### src/design/rci_pkg.sv
`default_nettype none

package rci_pkg;

	localparam int CH_W = 8;
	localparam int SUM_W = 10;
	localparam int DEN_W = 18;
	localparam int NUM_W = 24;
	localparam int OUT_W = 16;

	localparam int CHROMA_SCALE = 65025;
	localparam int DEN_SLOPE = 254;
	localparam int DEN_BIAS = 255;
	localparam int INT_DIVISOR = 765;

	localparam int QUEUE_DEPTH = 4;
	localparam int QPTR_W = $clog2(QUEUE_DEPTH);

	typedef struct packed {
		logic [NUM_W-1:0] num_r;
		logic [NUM_W-1:0] num_g;
		logic [DEN_W-1:0] den;
		logic             fixed;
	} job_t;

endpackage

`default_nettype wire

### src/design/rci_if.sv
`default_nettype none

interface rci_pixel_if import rci_pkg::*; ();
	logic            valid;
	logic            ready;
	logic [CH_W-1:0] blue;
	logic [CH_W-1:0] green;
	logic [CH_W-1:0] red;

	modport source (output valid, blue, green, red, input ready);
	modport sink (input valid, blue, green, red, output ready);
endinterface

interface rci_cfg_if;
	logic valid;
	logic ready;
	logic output_fixed;

	modport source (output valid, output_fixed, input ready);
	modport sink (input valid, output_fixed, output ready);
endinterface

interface rci_result_if import rci_pkg::*; ();
	logic             valid;
	logic             ready;
	logic [OUT_W-1:0] chroma_r;
	logic [OUT_W-1:0] chroma_g;
	logic [OUT_W-1:0] intensity;

	modport source (output valid, chroma_r, chroma_g, intensity, input ready);
	modport sink (input valid, chroma_r, chroma_g, intensity, output ready);
endinterface

`default_nettype wire

### src/design/rci_front.sv
`default_nettype none

module rci_front import rci_pkg::*; (
	input  logic        clk,
	input  logic        arst_n,
	input  logic        output_fixed,
	rci_pixel_if.sink   pixel,
	output logic        job_valid,
	input  logic        job_ready,
	output job_t        job
);

	logic [SUM_W-1:0] sum;
	logic [DEN_W-1:0] den;
	logic             job_valid_s1;
	job_t             job_s1;

	assign sum = SUM_W'(pixel.blue) + SUM_W'(pixel.green) + SUM_W'(pixel.red);
	assign den = DEN_W'(DEN_W'(sum) * DEN_W'(DEN_SLOPE)) + DEN_W'(DEN_BIAS);

	assign pixel.ready = !job_valid_s1 || job_ready;

	always_ff @(posedge clk or negedge arst_n) begin
		if (!arst_n) begin
			job_valid_s1 <= 1'b0;
		end else if (pixel.ready) begin
			job_valid_s1 <= pixel.valid;
		end
	end

	always_ff @(posedge clk) begin
		if (pixel.valid && pixel.ready) begin
			job_s1.num_r <= NUM_W'(NUM_W'(pixel.red) * NUM_W'(CHROMA_SCALE));
			job_s1.num_g <= NUM_W'(NUM_W'(pixel.green) * NUM_W'(CHROMA_SCALE));
			job_s1.den   <= den;
			job_s1.fixed <= output_fixed;
		end
	end

	assign job_valid = job_valid_s1;
	assign job = job_s1;

endmodule

`default_nettype wire

### src/design/rci_queue.sv
`default_nettype none

module rci_queue import rci_pkg::*; (
	input  logic clk,
	input  logic arst_n,
	input  logic in_valid,
	output logic in_ready,
	input  job_t in_job,
	output logic out_valid,
	input  logic out_ready,
	output job_t out_job
);

	job_t              mem_q [QUEUE_DEPTH];
	logic [QPTR_W-1:0] wr_ptr_q;
	logic [QPTR_W-1:0] rd_ptr_q;
	logic [QPTR_W:0]   count_q;
	logic              push;
	logic              pop;

	assign in_ready = count_q != (QPTR_W+1)'(QUEUE_DEPTH);
	assign out_valid = count_q != '0;
	assign out_job = mem_q[rd_ptr_q];
	assign push = in_valid && in_ready;
	assign pop = out_valid && out_ready;

	always_ff @(posedge clk or negedge arst_n) begin
		if (!arst_n) begin
			wr_ptr_q <= '0;
			rd_ptr_q <= '0;
			count_q  <= '0;
		end else begin
			if (push) begin
				wr_ptr_q <= wr_ptr_q + 1'b1;
			end
			if (pop) begin
				rd_ptr_q <= rd_ptr_q + 1'b1;
			end
			if (push && !pop) begin
				count_q <= count_q + 1'b1;
			end else if (pop && !push) begin
				count_q <= count_q - 1'b1;
			end
		end
	end

	always_ff @(posedge clk) begin
		if (push) begin
			mem_q[wr_ptr_q] <= in_job;
		end
	end

endmodule

`default_nettype wire

### src/design/rci_back.sv
`default_nettype none

module rci_back import rci_pkg::*; #(
	parameter int FRACTION_BITS = 8
) (
	input  logic        clk,
	input  logic        arst_n,
	input  logic        job_valid,
	output logic        job_ready,
	input  job_t        job,
	rci_result_if.source result
);

	localparam int QW = CH_W + 1 + FRACTION_BITS;
	localparam int NSTG = QW;
	localparam int RC_W = DEN_W + 1;

	// The intensity quotient is exact for every dividend below 2^27 with this reciprocal.
	localparam int RECIP_SHIFT = 36;
	localparam int RECIP_W = 27;
	localparam logic [RECIP_W-1:0] RECIP = RECIP_W'(((64'd1 << RECIP_SHIFT) +
		64'(INT_DIVISOR) - 64'd1) / 64'(INT_DIVISOR));

	typedef struct packed {
		logic                   fixed;
		logic [DEN_W-1:0]       den;
		logic [RC_W+QW-1:0]     acc_r;
		logic [RC_W+QW-1:0]     acc_g;
		logic [QW-1:0]          quo_i;
	} stage_t;

	function automatic logic [RC_W+QW-1:0] step_c(
		input logic [RC_W+QW-1:0] acc,
		input logic [DEN_W-1:0]   den
	);
		logic [RC_W+QW-1:0] t;
		logic [RC_W-1:0]    hi;
		t = acc << 1;
		hi = t[RC_W+QW-1:QW];
		if (hi >= RC_W'(den)) begin
			t[RC_W+QW-1:QW] = hi - RC_W'(den);
			t[0] = 1'b1;
		end
		return t;
	endfunction

	function automatic stage_t step(input stage_t s);
		stage_t n;
		n = s;
		n.acc_r = step_c(s.acc_r, s.den);
		n.acc_g = step_c(s.acc_g, s.den);
		return n;
	endfunction

	// The quotient carries one extra fraction bit so that both modes share it.
	function automatic logic [OUT_W-1:0] format(input logic [QW-1:0] q, input logic fixed);
		logic [CH_W+1:0] rnd;
		rnd = (CH_W+2)'(q[QW-1:FRACTION_BITS]) + 1'b1;
		if (fixed) begin
			return OUT_W'(q[QW-1:1]);
		end
		return OUT_W'(rnd[CH_W+1:1]);
	endfunction

	stage_t                     first;
	logic [DEN_W+RECIP_W-1:0]   int_prod;
	stage_t                     stage_s [NSTG];
	logic [NSTG-1:0]            vld_s;
	logic                       res_valid_q;
	logic [OUT_W-1:0]           chroma_r_q;
	logic [OUT_W-1:0]           chroma_g_q;
	logic [OUT_W-1:0]           intensity_q;
	logic                       adv;

	always_comb begin
		int_prod    = (DEN_W+RECIP_W)'(job.den) * (DEN_W+RECIP_W)'(RECIP);
		first.fixed = job.fixed;
		first.den   = job.den;
		first.acc_r = {RC_W'(job.num_r[NUM_W-1:CH_W]), job.num_r[CH_W-1:0],
			{(FRACTION_BITS+1){1'b0}}};
		first.acc_g = {RC_W'(job.num_g[NUM_W-1:CH_W]), job.num_g[CH_W-1:0],
			{(FRACTION_BITS+1){1'b0}}};
		first.quo_i = int_prod[RECIP_SHIFT-FRACTION_BITS-1 +: QW];
	end

	assign adv = !res_valid_q || result.ready;
	assign job_ready = adv;

	always_ff @(posedge clk or negedge arst_n) begin
		if (!arst_n) begin
			vld_s       <= '0;
			res_valid_q <= 1'b0;
		end else if (adv) begin
			vld_s       <= {vld_s[NSTG-2:0], job_valid};
			res_valid_q <= vld_s[NSTG-1];
		end
	end

	always_ff @(posedge clk) begin
		if (adv) begin
			stage_s[0] <= step(first);
			for (int k = 1; k < NSTG; k++) begin
				stage_s[k] <= step(stage_s[k-1]);
			end
			chroma_r_q  <= format(stage_s[NSTG-1].acc_r[QW-1:0], stage_s[NSTG-1].fixed);
			chroma_g_q  <= format(stage_s[NSTG-1].acc_g[QW-1:0], stage_s[NSTG-1].fixed);
			intensity_q <= format(stage_s[NSTG-1].quo_i, stage_s[NSTG-1].fixed);
		end
	end

	assign result.valid     = res_valid_q;
	assign result.chroma_r  = chroma_r_q;
	assign result.chroma_g  = chroma_g_q;
	assign result.intensity = intensity_q;

endmodule

`default_nettype wire

### src/design/rgb_to_chromaticity_intensity.sv
// Throughput is one pixel per cycle while the result side does not stall, set by the restoring
// divider pipeline of 9 + FRACTION_BITS stages for the two chroma lanes; the intensity is a
// reciprocal product carried alongside. A four-entry queue between the input stage and the
// divider absorbs output back-pressure. The asynchronous active-low reset empties every stage
// and the queue and selects rounded output.
`default_nettype none

module rgb_to_chromaticity_intensity import rci_pkg::*; #(
	parameter int FRACTION_BITS = 8
) (
	input  logic          clk,
	input  logic          arst_n,
	rci_pixel_if.sink     pixel,
	rci_cfg_if.sink       cfg,
	rci_result_if.source  result
);

	localparam int MIN_FIX_INT = (2 ** FRACTION_BITS) / 3;

	logic output_fixed_q;
	logic fj_valid;
	logic fj_ready;
	job_t fj_job;
	logic bj_valid;
	logic bj_ready;
	job_t bj_job;

	assign cfg.ready = 1'b1;

	always_ff @(posedge clk or negedge arst_n) begin
		if (!arst_n) begin
			output_fixed_q <= 1'b0;
		end else if (cfg.valid) begin
			output_fixed_q <= cfg.output_fixed;
		end
	end

	rci_front u_front (
		.clk          (clk),
		.arst_n       (arst_n),
		.output_fixed (output_fixed_q),
		.pixel        (pixel),
		.job_valid    (fj_valid),
		.job_ready    (fj_ready),
		.job          (fj_job)
	);

	rci_queue u_queue (
		.clk       (clk),
		.arst_n    (arst_n),
		.in_valid  (fj_valid),
		.in_ready  (fj_ready),
		.in_job    (fj_job),
		.out_valid (bj_valid),
		.out_ready (bj_ready),
		.out_job   (bj_job)
	);

	rci_back #(
		.FRACTION_BITS (FRACTION_BITS)
	) u_back (
		.clk       (clk),
		.arst_n    (arst_n),
		.job_valid (bj_valid),
		.job_ready (bj_ready),
		.job       (bj_job),
		.result    (result)
	);

	a_rounded_range: assert property (@(posedge clk) disable iff (!arst_n)
		result.valid && !output_fixed_q |-> result.chroma_r <= OUT_W'(255) &&
		result.chroma_g <= OUT_W'(255) && result.intensity <= OUT_W'(255))
		else $error("rounded result out of range");

	a_rounded_chroma_sum: assert property (@(posedge clk) disable iff (!arst_n)
		result.valid && !output_fixed_q |->
		(17'(result.chroma_r) + 17'(result.chroma_g)) <= 17'd256)
		else $error("chroma sum exceeds full scale");

	a_fixed_intensity_floor: assert property (@(posedge clk) disable iff (!arst_n)
		result.valid && output_fixed_q |-> result.intensity >= OUT_W'(MIN_FIX_INT))
		else $error("fixed intensity below minimum");

endmodule

`default_nettype wire

### src/flat_wrapper.sv
// flat-port wrapper written by rule: the top's interface ports become plain ports
module rgb_to_chromaticity_intensity_flat import rci_pkg::*;
#(
	parameter int FRACTION_BITS = 8
)
  (clk, arst_n, pixel_valid, pixel_blue, pixel_green, pixel_red, pixel_ready, cfg_valid, cfg_output_fixed, cfg_ready, result_valid, result_chroma_r, result_chroma_g, result_intensity, result_ready);
  rci_pixel_if pixel_i ();
  rci_cfg_if cfg_i ();
  rci_result_if result_i ();
  input  logic clk;
  input  logic arst_n;
  input wire logic [$bits(pixel_i.valid)-1:0] pixel_valid;
  input wire logic [$bits(pixel_i.blue)-1:0] pixel_blue;
  input wire logic [$bits(pixel_i.green)-1:0] pixel_green;
  input wire logic [$bits(pixel_i.red)-1:0] pixel_red;
  output wire logic [$bits(pixel_i.ready)-1:0] pixel_ready;
  input wire logic [$bits(cfg_i.valid)-1:0] cfg_valid;
  input wire logic [$bits(cfg_i.output_fixed)-1:0] cfg_output_fixed;
  output wire logic [$bits(cfg_i.ready)-1:0] cfg_ready;
  output wire logic [$bits(result_i.valid)-1:0] result_valid;
  output wire logic [$bits(result_i.chroma_r)-1:0] result_chroma_r;
  output wire logic [$bits(result_i.chroma_g)-1:0] result_chroma_g;
  output wire logic [$bits(result_i.intensity)-1:0] result_intensity;
  input wire logic [$bits(result_i.ready)-1:0] result_ready;
  assign pixel_i.valid = pixel_valid;
  assign pixel_i.blue = pixel_blue;
  assign pixel_i.green = pixel_green;
  assign pixel_i.red = pixel_red;
  assign pixel_ready = pixel_i.ready;
  assign cfg_i.valid = cfg_valid;
  assign cfg_i.output_fixed = cfg_output_fixed;
  assign cfg_ready = cfg_i.ready;
  assign result_valid = result_i.valid;
  assign result_chroma_r = result_i.chroma_r;
  assign result_chroma_g = result_i.chroma_g;
  assign result_intensity = result_i.intensity;
  assign result_i.ready = result_ready;
  rgb_to_chromaticity_intensity #(.FRACTION_BITS(FRACTION_BITS)) u_core (.clk(clk), .arst_n(arst_n), .pixel(pixel_i), .cfg(cfg_i), .result(result_i));
endmodule
### config.mk
export PLATFORM = sky130hd
export DESIGN_NAME = rgb_to_chromaticity_intensity_flat
export DESIGN_NICKNAME = d
export VERILOG_FILES = /design/src/design/rci_pkg.sv /design/src/design/rci_if.sv /design/src/design/rci_front.sv /design/src/design/rci_queue.sv /design/src/design/rci_back.sv /design/src/design/rgb_to_chromaticity_intensity.sv /design/src/flat_wrapper.sv
export SDC_FILE = /design/constraint.sdc
export NUM_CORES = 2
export LEC_CHECK = 0
export ABC_AREA = 0
export BUFFER_PORTS_ARGS = -buffer_cell sky130_fd_sc_hd__buf_2
export CORE_UTILIZATION = 55
export DETAILED_ROUTE_END_ITERATION = 8
export HOLD_SLACK_MARGIN = 0.02
export PLACE_DENSITY_LB_ADDON = 0.08
export SLEW_MARGIN = 20
export SYNTH_ARGS = -nofsm -noshare
export SYNTH_HDL_FRONTEND = slang
export SYNTH_SLANG_ARGS = --single-unit
### constraint.sdc
create_clock -name clk -period 44.5 [get_ports clk]
set_input_delay 4.45 -clock clk [delete_from_list [all_inputs] [get_ports clk]]
set_output_delay 4.45 -clock clk [all_outputs]
set_load 0.1 [all_outputs]
==> metrics.md <==
| Metric | Value |
|---|---|
| Post-CTS Resized | `0` |
| GPL Wtd Cong | `0.910` |
| Post-route insts no fill | `a little under 10,000` |
| Die width | `421 um` |
| Worst Hold Depth | `0` |
| Worst-Margin Slew | `1.08 ns` |
| Fmax | `93.3 MHz` |
| Tot GR Track Use | `22.4%` |
| Synthesized net count | `8,312` |
| Cells after Synth | `7,236` |
| CTS sink count | `1,829` |
| Core Box Area | `between 150,000 and 200,000 um^2` |
| Ratio of cells with drive above 1 in the final layout | `around 11%` |
| Clock slew at reported path FFs | `around 0.060 ns` |
| Site Rows | `roughly 150` |
| Mean post-synth cell area | `13.3 um^2` |
| Final ANT Viol Nets | `0` |
| Overflow after GRT | `0` |
| H-tree depth | `4` |
| Clk buf depth | `3` |
| Tmin final | `10.71 ns` |
| CP most frequent cell | `ha_1` |
| Post-synthesis cell area | `roughly 96,000 um^2` |
| Clk_lat worst skew | `0.84 ns` |
| I/O pin cnt | `81` |
| Number of global-route vias before repair | `55,200` |
| Total vias in the final route | `55,300` |
| Layout Nets | `8,526` |
| Critical path data required time | `~45 ns` |
| #FFs+latches synth | `1,829` |
| Crit path kind | `input pin to flop` |
| Crit share post-route | `24.1%` |
| Slowest cell on crit path | `o21ai_0` |
| WL per Instance | `roughly 20 um` |
| Startpoint types | `input pin` |
| Synthesis Warnings | `0` |
| Drt via density | `5.57` |
| DP Wirelength | `149 mm` |
| Drt initial violations | `around 3,600` |
| Final setup viols | `0` |
| Initial antenna violation count | `7` |
| PortBufs | `just under 80` |
| Post-synth EDFFs | `between 1,500 and 2,000` |
| RSZ-0062 raised after global routing | `false` |
| Crit. Startpoint | `pixel_green[0]` |
| CP peak stage delay | `around 0.50 ns` |
| Fill cell count | `~13,000` |
| MaxCap Viol Count | `0` |
| Worst Hold Class | `flop to flop` |
| Die outline height | `421 um` |
| Post-CTS setup buffer count | `0` |
| Final core utilization | `61.1%` |
| CP Capture Type | `flop` |
| Max FO, Critical Path | `6` |
| Worst Path Arrival | `11.27 ns` |
| CTS tree | `done` |
| Fin. Hold Viols | `0` |
| Area growth syn-to-layout | `10.1%` |
| Seq/Total Area, Yosys | `a little under three fifths` |
| First drt pass iteration count | `6` |
| Final Max Tran Viols | `0` |
| Prevailing post-synth register cell | `edfxtp_1` |
| Yosys cell types | `just over 80` |
| Root buffer cell | `clkbuf_16` |
| Setup TNS | `0 ns` |
| Routed WL | `between 150 and 200 mm` |
| Async S/R FF share, synth | `1.48%` |
| CTS Buf Count | `about 190` |
| FF-to-FF path depth | `22` |
| Clk_skew | `0.0535 ns` |
| Status | `complete, no violations` |
| Hold_buf cts | `0` |
| Largest net degree at the start of global routing | `198` |
| Starting Density | `55.4%` |
| Placed Cells | `9,586` |
| Worst Min Path Start | `u_core.u_back.stage_s[0][924]$_DFFE_PN_` |
| Worst rel slew slack | `27.6%` |
| Residual DRC | `0` |
| RR Startpoint | `u_core.u_queue.rd_ptr_q[0]$_DFFE_PN0P_` |
| First-pass GRT wire length | `307 mm` |
| DIE AREA | `~180,000 um^2` |
-- placed cells by master (no fill, tap or decap), drive strengths merged, types with 60 or more instances in the layout --
| master | count |
|---|---|
| o21ai | 357 |
| inv | 706 |
| buf | 129 |
| fa | 201 |
| mux2 | 286 |
| clkbuf | 210 |
| xnor2 | 290 |
| mux4 | 62 |
| edfxtp | 1802 |
| nand3 | 73 |
| clkinv | 99 |
| o21bai | 80 |
| o21a | 60 |
| nor2 | 322 |
| a21o | 213 |
| ha | 845 |
| a21oi | 507 |
| nand2 | 452 |
| xor2 | 257 |
-- logic make-up (layout without fill, tap and decap cells) --
family / count (synthesis) / in the layout / share of synthesized area [%]
DFF: 1829 / 1829 / 56.8
and+or+nand+nor: 1151 / 1151 / 5.36
buffers and inverters: 809 / 1178 / 3.22
other: 1 / 3 / 0.00389
xor gates and xnor gates: 547 / 547 / 4.97
adders and majority gates: 1046 / 1046 / 15.1
muxes: 362 / 362 / 4.93
AOI/OAI and AO/OA: 1491 / 1491 / 9.62
-- synth_stat cells, types with 17 or more instances --
cell	number	share of area, %
fa_1	201	4.2
nand3_1	73	0.38
a31oi_1	45	0.29
buf_2	20	0.10
o21a_1	60	0.47
o21bai_1	80	0.62
and3_1	24	0.16
ha_1	845	11
a311oi_1	17	0.15
xnor2_1	290	2.6
a21o_1	213	1.7
mux2_2	275	3.2
a211oi_1	29	0.23
nor3_1	51	0.26
a21oi_1	505	2.6
nand4_1	49	0.32
o21ai_0	350	1.8
a31o_2	30	0.27
nand2b_1	28	0.18
mux4_2	62	1.4
inv_1	705	2.7
clkbuf_1	68	0.26
nor2_1	322	1.3
xor2_1	257	2.3
nand2_1	452	1.8
nor2b_1	50	0.32
dfrtp_1	27	0.70
edfxtp_1	1802	56
and2_1	45	0.29
-- stage by stage --
step	instance area [um^2]	setup WS (ns)	hold slack (ns)
floorplan	96500	18.58	0.400
global placement	99800	32.93	0.400
detailed placement	99800	32.90	0.405
CTS	106000	33.76	0.378
global route	106000	33.15	0.386
finish	106000	33.79	0.385
-- per-layer routing --
layer	wire, um	up-vias	global-route usage, %
met5	11	-	0
li1	-	27000	-
met1	89400	26900	30.5
met2	94600	1064	37.4
met3	8760	297	3.30
met4	4930	2	6.56
-- sequential cells by signal, summed over array words and instances, names as in the netlist --
| name | flops |
|---|---|
| u_core.u_queue.wr_ptr_q | 2 |
| u_core.u_back.result.intensity | 16 |
| u_core.u_back.result.chroma_r | 16 |
| u_core.u_back.result.chroma_g | 16 |
| u_core.u_queue.mem_q | 248 |
| u_core.u_back.stage_s | 1444 |
| u_core.u_queue.rd_ptr_q | 2 |
| u_core.u_back.vld_s | 17 |
| u_core.u_front.job_valid | 1 |
| u_core.u_back.result.valid | 1 |
| u_core.u_front.job | 62 |
| u_core.u_queue.count_q | 3 |
| u_core.output_fixed_q | 1 |
-- layout make-up --
type	instances	area [um^2]	area share [%]
Sequential cell	1829	54800	51.6
Multi-Input combinational cell	4598	38700	36.4
Clock buffer	210	4790	4.50
Tap cell	2325	2910	2.74
Inverter	705	2650	2.49
Clock inverter	134	1630	1.54
Timing Repair Buffer	129	796	0.749
Antenna cell	2	5.00	0.00471
-- worst max-delay path: cells and delay by family --
| kind | cells | cell delay [ns] |
|---|---|---|
| compound gates | 12 | 2.61 |
| xor+xnor | 3 | 0.44 |
| simple gates | 4 | 0.55 |
| buf+inv | 5 | 0.54 |
| fa+ha+maj | 8 | 2.66 |
-- path summary, 6_finish.rpt --
kind / to / slack [ns]
max in group asynchronous: u_core.u_queue.rd_ptr_q[0]$_DFFE_PN0P_ / 40.36
worst min register to register: u_core.u_back.stage_s[0][1033]$_DFFE_PN_ / 0.38
min in group asynchronous: u_core.u_queue.wr_ptr_q[1]$_DFFE_PN0P_ / 3.65
worst max register to register: u_core.u_back.stage_s[0][12]$_DFFE_PN_ / 36.32
worst min-delay path: u_core.u_back.stage_s[0][1033]$_DFFE_PN_ / 0.38
worst max-delay path: u_core.u_front.job[18]$_DFFE_PP_ / 33.79
Power is left out: the tool's default activity adds up to more than one toggle a clock period on the data nets, which glitch-free logic cannot reach.
